===== src/design/fwsm_pkg.sv =====
// ----------------------------------------------------------------------------
// fwsm_pkg
// shared constants, codes and control types of the folded walk segment map
// ----------------------------------------------------------------------------
`default_nettype none

package fwsm_pkg;

  localparam int MAX_SEGMENTS_DEF = 1024;
  localparam int POS_WIDTH_DEF    = 32;

  localparam logic [1:0] CMD_ADD      = 2'd0;
  localparam logic [1:0] CMD_APPEND   = 2'd1;
  localparam logic [1:0] CMD_MAP_POS  = 2'd2;
  localparam logic [1:0] CMD_MAP_BRK  = 2'd3;

  localparam logic [1:0] ST_OK       = 2'd0;
  localparam logic [1:0] ST_REJECT   = 2'd1;
  localparam logic [1:0] ST_NO_COVER = 2'd2;
  localparam logic [1:0] ST_FULL     = 2'd3;

  typedef struct packed {
    logic accept;
    logic step;
    logic capture;
    logic finish;
  } fwsm_cmd_t;

  typedef struct packed {
    logic table_empty;
    logic search_last;
    logic search_miss;
  } fwsm_sts_t;

endpackage

`default_nettype wire


===== src/design/fwsm_ctrl.sv =====
// ----------------------------------------------------------------------------
// fwsm_ctrl
// sequencer for the segment map: accept, search steps, mapping, output valid
// ----------------------------------------------------------------------------
`default_nettype none

module fwsm_ctrl (
  input  wire logic                clk,
  input  wire logic                rst_n,
  input  wire logic                in_valid,
  input  wire logic                in_lookup,
  input  wire logic                out_stall,
  input  wire fwsm_pkg::fwsm_sts_t sts,
  output fwsm_pkg::fwsm_cmd_t      cmd,
  output logic                     in_stall,
  output logic                     out_valid
);

  localparam logic [1:0] S_IDLE   = 2'd0;
  localparam logic [1:0] S_SEARCH = 2'd1;
  localparam logic [1:0] S_DIFF   = 2'd2;
  localparam logic [1:0] S_MAP    = 2'd3;

  logic [1:0] state_r, state_nxt;
  logic       out_valid_r, out_valid_nxt;
  logic       accept;
  logic       load;

  always_comb begin
    in_stall    = !((state_r == S_IDLE) && (!out_valid_r || !out_stall));
    accept      = in_valid && !in_stall;
    cmd.accept  = accept;
    cmd.step    = (state_r == S_SEARCH);
    cmd.capture = (state_r == S_DIFF);
    cmd.finish  = (state_r == S_MAP);
    load = (accept && (!in_lookup || sts.table_empty))
        || (cmd.step && sts.search_last && sts.search_miss)
        || cmd.finish;
    out_valid_nxt = load || (out_valid_r && out_stall);
  end

  always_comb begin
    state_nxt = state_r;
    unique case (state_r)
      S_IDLE: begin
        if (accept && in_lookup && !sts.table_empty) state_nxt = S_SEARCH;
      end
      S_SEARCH: begin
        if (sts.search_last) state_nxt = sts.search_miss ? S_IDLE : S_DIFF;
      end
      S_DIFF: begin
        state_nxt = S_MAP;
      end
      S_MAP: begin
        state_nxt = S_IDLE;
      end
      default: begin
        state_nxt = S_IDLE;
      end
    endcase
  end

  always_ff @(posedge clk) begin
    if (!rst_n) begin
      state_r     <= S_IDLE;
      out_valid_r <= 1'b0;
    end else begin
      state_r     <= state_nxt;
      out_valid_r <= out_valid_nxt;
    end
  end

  assign out_valid = out_valid_r;

endmodule

`default_nettype wire


===== config.mk =====
export PLATFORM = sky130hd
export DESIGN_NAME = fwsm_ctrl
export DESIGN_NICKNAME = d
export VERILOG_FILES = /design/src/design/fwsm_pkg.sv /design/src/design/fwsm_ctrl.sv
export SDC_FILE = /design/constraint.sdc
export NUM_CORES = 1
export LEC_CHECK = 0
export ABC_AREA = 1
export BUFFER_PORTS_ARGS = -buffer_cell sky130_fd_sc_hd__buf_2
export CAP_MARGIN = 20
export CELL_PAD_IN_SITES_DETAIL_PLACEMENT = 1
export CELL_PAD_IN_SITES_GLOBAL_PLACEMENT = 2
export CORE_MARGIN = 2
export CORE_UTILIZATION = 13
export DETAILED_ROUTE_END_ITERATION = 7
export GPL_TIMING_DRIVEN = 1
export HOLD_SLACK_MARGIN = 0.15
export PLACE_DENSITY_LB_ADDON = 0.1
export SLEW_MARGIN = 5
export SYNTH_ARGS = -nofsm -noshare
export SYNTH_HDL_FRONTEND = slang
export SYNTH_SLANG_ARGS = --single-unit
export TNS_END_PERCENT = 20

===== constraint.sdc =====
create_clock -name clk -period 1 [get_ports clk]
set_clock_uncertainty 0.2 [all_clocks]
set_input_delay 0.2 -clock clk [delete_from_list [all_inputs] [get_ports clk]]
set_output_delay 0.2 -clock clk [all_outputs]
set_load 0.02 [all_outputs]

==> results of run 1 <==
stage by stage:
stage | hold slack, ns | setup slack, ns | cells | total power [W] | TNS (ns)
final | 0.0217 | -0.337 | 69 | 0.000460 | -1.94
after global routing | 0.0275 | -0.402 | 69 | 0.000496 | -2.49
after CTS | 0.0230 | -0.376 | 69 | 0.000471 | -2.18
after detailed placement | 0.265 | -0.186 | 64 | 0.000234 | -0.944
after global placement | 0.252 | -0.191 | 64 | 0.000233 | -0.866
after floorplan | 0.145 | -0.0882 | 34 | 0.000200 | -0.194
where the power goes:
group          leakage (nW)  total, W  internal [W]  switching (W)
Combinational         0.175  0.000120     0.0000579      0.0000624
Sequential           0.0267  0.000133      0.000124     0.00000909
Clock                0.0150  0.000206      0.000149      0.0000568
Total                 0.216  0.000460      0.000331       0.000128
logic make-up (layout without fill, tap and decap cells):
group                  after synthesis  in the layout  synth area share [%]
and+or+nand+nor                     19             19                  43.7
buffers and inverters               10             29                  20.9
DFF                                  3              3                  30.4
AOI/OAI and AO/OA                    2              2                  5.06
routing by layer:
metal / vias to the layer above / routed length (um)
met5: - / 0
li1: 135 / -
met1: 116 / 221
met2: 6 / 317
met3: 0 / 38
met4: 0 / 0
cells in the mapped netlist, drive strengths merged:
master	n
a21oi	1
buf	1
dfxtp	3
inv	9
nand2	8
nand3	1
nand3b	1
nand4	1
nor2	8
o21ai	1
final timing paths:
check,from,endpoint,slack [ns],cells past startpoint
setup / recovery,flip-flop,cmd[3],-0.34,4
hold / removal,rst_n,out_valid,0.02,3
setup reg to reg,flip-flop,state_r[0],-0.15,6
hold reg to reg,flip-flop,flip-flop,0.44,3
area by class of cell:
| class | count | area share, % |
|---|---|---|
| multi-input combinational | 21 | 30.2 |
| timing repair buffer | 16 | 29.6 |
| sequential | 3 | 18.9 |
| inverter | 9 | 8.97 |
| clock buffer | 4 | 6.98 |
| tap | 16 | 5.32 |
repair_timing:
| item | CTS | global route |
|---|---|---|
| endpoints found under the hold margin | 3 | 3 |
| endpoints found under the setup margin | 9 | 9 |
| gates resized for setup | 14 | 5 |
| buffers inserted | 1 | 0 |
| pin swaps | 2 | 2 |
critical path, delay by kind of cell, from the launching register on:
family / cells / cell delay, ns
flops: 1 / 0.35
simple gates: 2 / 0.19
buf+inv: 2 / 0.16
==> results.toml, run 1 <==
[drt]
routed_wl_um = 577
vias_per_cell = 3.72
drtPass1Iterations = 1
avgRoutedWirePerCell_um = 8.36
ant_nets = 0
vias = 257
drc_errors = 0
drt_iter0_markers = 0

[timing]
fin_ws_ns = -0.337
worstMarginPinSlew_ns = 0.183
slew_violations = 0
rsz0062_at_grt = "true"
fin_crit_ns = 1.34
fin_crit_sh_pct = 134
hold_viol_final = 0
fmax_ghz = 0.748
relSlewSlack_pct = 87.7
setup_viol = 9

[clocking]
htree_levels = 1
clock_latency_ns = 0.23
cts.sinks = 3
cts-root-buf = "clkbuf_4"
tritoncts = "done"
cts-buffers-inserted = 3
cts.clk_slew.worst_paths_ns = 0.04
cts.path.max_buffers = 2

[run]
cap_violations = 0

[worst_setup_path]
worst-setup-path-type = "reg2out"
crit_path_end_kind = "primary output"
slowest_delay_ns = 0.35
cp_data_arrival_time_ns = 0.94
path_max_fanout = 4
critPathSlowestCell = "dfxtp_4"
path_cells = "nor2_4 > nand3_2 > inv_2 > buf_6"
critPathRequiredTime_ns = 0.60
startpoint_type = "flip-flop"

[global_route]
top_usage_layer = "met2"
grt_use_met1_pct = 8.18
grt_pass1_vias = 276
met3_usage_pct = 1.70
grt_start_max_net_pins = 6
grt_use_met2_pct = 12.7
antenna_found_initial = 0
grt_use_total_pct = 7.56
grt_pass1_wl_um = 1030
globalRouteOverflowTotal = 0

[layout]
nets = 62
n_antenna_cell = 0
num-fill-cells = 193
final_cell_mix = "8 x buf_2, 6 x inv_1, 5 x nand2_1, 5 x nor2_1, 5 x buf_4"
area_delta_synth_final_pct = 90.5
seqCellArea_um2 = 71.3
fin_util_pct = 25.6
layout_commonest_cell = "buf_2"
multi_input_area_um2 = 114
drive_gt1_share_pct = 60.4
final_area_um2 = 377

[power_and_ir_drop]
ir_drop_uv = 332
power.leakage_nw = 0.216
power_density_mw_per_mm2 = 1220

[run_status]
status = "finished with violations"
violations = "setup timing"

[die]
die_h_um = 43.0
fp.dieW_um = 43.0
std_cell_rows = 14
dieArea_mm2 = 0.00185
ios = 14
coreArea_mm2 = 0.00147
start_util_pct = 13.4

[logic_synthesis]
syn_nets = 42
synth.top_cell.area_share_pct = 30.4
ys_ff_latch = 3
synthCells = 34
avgSynthCellArea_um2 = 5.81
yosysTopAreaCell = "dfxtp_1"
yosysWarnings = 0
synth.cell_area_um2 = 198
ys_seq_area_share_pct = 30.4
synth_cell_types = 11
synth.area.top_cells = "dfxtp_1 30%, inv_1 17%, nand2_1 15%"

[placement]
dp_hpwl_um = 504
place.gp.congestion = 0.790
io_buffer_count = 13
dpl-instance-area_um2 = 297

[hold_path]
hold_class = "in2reg"
Power figures use the tool's default switching activity.
==> run 2: changes to the inputs <==
--- a/config.mk
+++ b/config.mk
@@ -5,17 +5,16 @@
 export SDC_FILE = /design/constraint.sdc
 export NUM_CORES = 1
 export LEC_CHECK = 0
-export ABC_AREA = 1
 export BUFFER_PORTS_ARGS = -buffer_cell sky130_fd_sc_hd__buf_2
 export CAP_MARGIN = 20
 export CELL_PAD_IN_SITES_DETAIL_PLACEMENT = 1
 export CELL_PAD_IN_SITES_GLOBAL_PLACEMENT = 2
-export CORE_MARGIN = 2
-export CORE_UTILIZATION = 13
+export CORE_AREA = 2 2 39 41
 export DETAILED_ROUTE_END_ITERATION = 7
+export DIE_AREA = 0 0 41 43
 export GPL_TIMING_DRIVEN = 1
 export HOLD_SLACK_MARGIN = 0.15
-export PLACE_DENSITY_LB_ADDON = 0.1
+export PLACE_DENSITY = 0.58
 export SLEW_MARGIN = 5
 export SYNTH_ARGS = -nofsm -noshare
 export SYNTH_HDL_FRONTEND = slang
==> run 2 against run 1 <==
The flow still finishes with violations (setup timing). Non-clock buffer count grew 4. Flip-flop and latch count is the same. Combinational power grew 34%. Synthesized cell count shrank 38%. Maximum frequency shrank 11%. Via count shrank 8.6%. Clock power is essentially flat. Clock-buffer cell count is the same. Global-route usage grew 1.4 points. Routed wire length grew 18%. Critical path type unchanged. Largest power group unchanged.
==> results.toml, run 2 <==
[run_status]
status = "finished with violations"
violations = "setup timing"

[die]
die_h_um = 43
std_cell_rows = 14
dieArea_mm2 = 0.00176
start_util_pct = 13.6
coreArea_mm2 = 0.00138
ios = 14
fp.dieW_um = 41

[placement]
io_buffer_count = 13
dp_hpwl_um = 529
dpl-instance-area_um2 = 303
place.gp.congestion = 0.583
placed_cells = 53

[layout]
drive_gt1_share_pct = 77.3
final_cell_mix = "7 x buf_2, 7 x buf_6, 6 x buf_4"
final_area_um2 = 424
area_delta_synth_final_pct = 126
final_cells = 60
n_antenna_cell = 0
nets = 53

[hold_path]
hold_class = "in2reg"
hp-start = "rst_n"
hold_depth = 2
min_to = "out_valid"

[drt]
drtPass1Iterations = 1
drt_iter0_markers = 0
ant_nets = 0
drc_errors = 0
avgRoutedWirePerCell_um = 11.4
vias = 235
vias_per_cell = 3.92
routed_wl_um = 682

[worst_setup_path]
rr_worst_depth = 5
cp_data_arrival_time_ns = 1.11
crit_path_end_kind = "primary output"
r2r-end = "state_r[0]"
rr_startpoint = "state_r[0]"
worst-setup-path-type = "reg2out"
r2r_slack_ns = -0.38
path_max_fanout = 4
startpoint_type = "flip-flop"
critPathRequiredTime_ns = 0.60

[logic_synthesis]
synth_cell_types = 17
synthCells = 21
synth.area.top_cells = "dfxtp_1 32%, and2_2 8.0%, a211oi_2 6.7%"
synth.cell_area_um2 = 188
ys_ff_latch = 3
yosysTopAreaCell = "dfxtp_1"
synth_top_cells_by_count = "3 x dfxtp_1, 2 x and2_2, 2 x nor2b_1"
avgSynthCellArea_um2 = 8.94
yosysMostFrequentCell = "dfxtp_1"
synth_flop_cell = "dfxtp_1"
yosysWarnings = 0
synth_edf_count = 0
ys_seq_area_share_pct = 32.0
synth.top_cell.area_share_pct = 32.0
syn_nets = 29
async_reset_ff_share_pct = 0

[clocking]
cts.path.max_buffers = 2
htree_levels = 1
cts-buffers-inserted = 3
cts.clk_slew.worst_paths_ns = 0.04
clock_latency_ns = 0.23
cts-root-buf = "clkbuf_4"
tritoncts = "done"
cts.sinks = 3

[timing]
slew_violations = 0
hold_viol_final = 0
rsz0062_at_grt = "true"
fin_ws_ns = -0.505
worstMarginPinSlew_ns = 0.193
fin_crit_ns = 1.51
fin_crit_sh_pct = 151
setup_viol = 9
fmax_ghz = 0.664
relSlewSlack_pct = 87.1

[global_route]
grt_pass1_wl_um = 1000
grt_use_total_pct = 8.93
grt_start_max_net_pins = 5
antenna_found_initial = 0
globalRouteOverflowTotal = 0
grt_pass1_vias = 251

[power_and_ir_drop]
power.leakage_nw = 0.206
power_density_mw_per_mm2 = 1190
ir_drop_uv = 842

[run]
cap_violations = 0
==> run 2: cell count changes in the layout (fill, tap and decap cells not counted), moves of 2 or more <==
cell | previous run | this run
buf_6 | 3 | 7
inv_2 | 3 | 1
nor2_1 | 5 | 0
inv_1 | 6 | 0
nand2_2 | 3 | 0
nand2_1 | 5 | 1
nor2_2 | 2 | 0
==> run 2: what timing repair did <==
item	4_1_cts	5_1_grt
setup buffers	2	1
setup endpoints to repair	9	9
resized for setup	16	7
pin swaps	5	2
hold endpoints to repair	3	1
==> run 2: critical path: stages (launching register included) <==
cell,delay (ns)
dfxtp_4,0.35
a211oi_4,0.23
and2_4,0.19
buf_6,0.11
==> run 2: kinds of logic after synthesis <==
group	after synthesis	share of synthesized area, %
compound gates	6	25.3
buf+inv	2	6.00
flops	3	32.0
simple gates	10	36.7
==> run 2: area by class of cell <==
type	count	area, um2
repair buffers	20	159
flip-flops and latches	3	68.8
well taps	16	20.0
clock buffers	4	26.3
fillers	167	960
inverters	1	3.75
multi-input cells	16	146
==> run 2: per-stage QoR <==
| stage | setup WS (ns) | total power [W] | util [%] | TNS, ns | hold slack [ns] |
|---|---|---|---|---|---|
| global route | -0.561 | 0.000544 | 30.7 | -3.68 | 0.0697 |
| finish | -0.505 | 0.000506 | 30.7 | -3.28 | 0.0749 |
| floorplan | -0.249 | 0.000195 | - | -1.01 | 0.117 |
| global placement | -0.305 | 0.000235 | 21.9 | -1.79 | 0.288 |
| CTS | -0.530 | 0.000502 | 28.3 | -3.28 | 0.0687 |
| detailed placement | -0.379 | 0.000240 | 21.9 | -2.05 | 0.294 |
==> run 2: worst max path at each step <==
| stage | cells past startpoint | from | end |
|---|---|---|---|
| after global routing | 3 | state_r[0] | cmd[3] |
| after detailed placement | 3 | state_r[0] | cmd[3] |
| after global placement | 3 | state_r[0] | cmd[3] |
| after CTS | 4 | flip-flop | in_stall |
| final | 3 | state_r[0] | cmd[3] |
| after floorplan | 3 | out_valid | cmd[3] |
==> run 2: report_power, final <==
group          switching [W]  internal (W)
clock              0.0000590      0.000149
sequential        0.00000939      0.000127
combinational      0.0000638     0.0000974
total               0.000132      0.000373
==> run 2: metal layers <==
layer | share of wire (%) | vias up | track usage (%)
li1 | - | 118 | -
met1 | 48 | 103 | 10.9
met2 | 42 | 14 | 12.5
met3 | 9.5 | 0 | 6.28
met4 | 0 | 0 | 2.00
met5 | 0 | - | 0
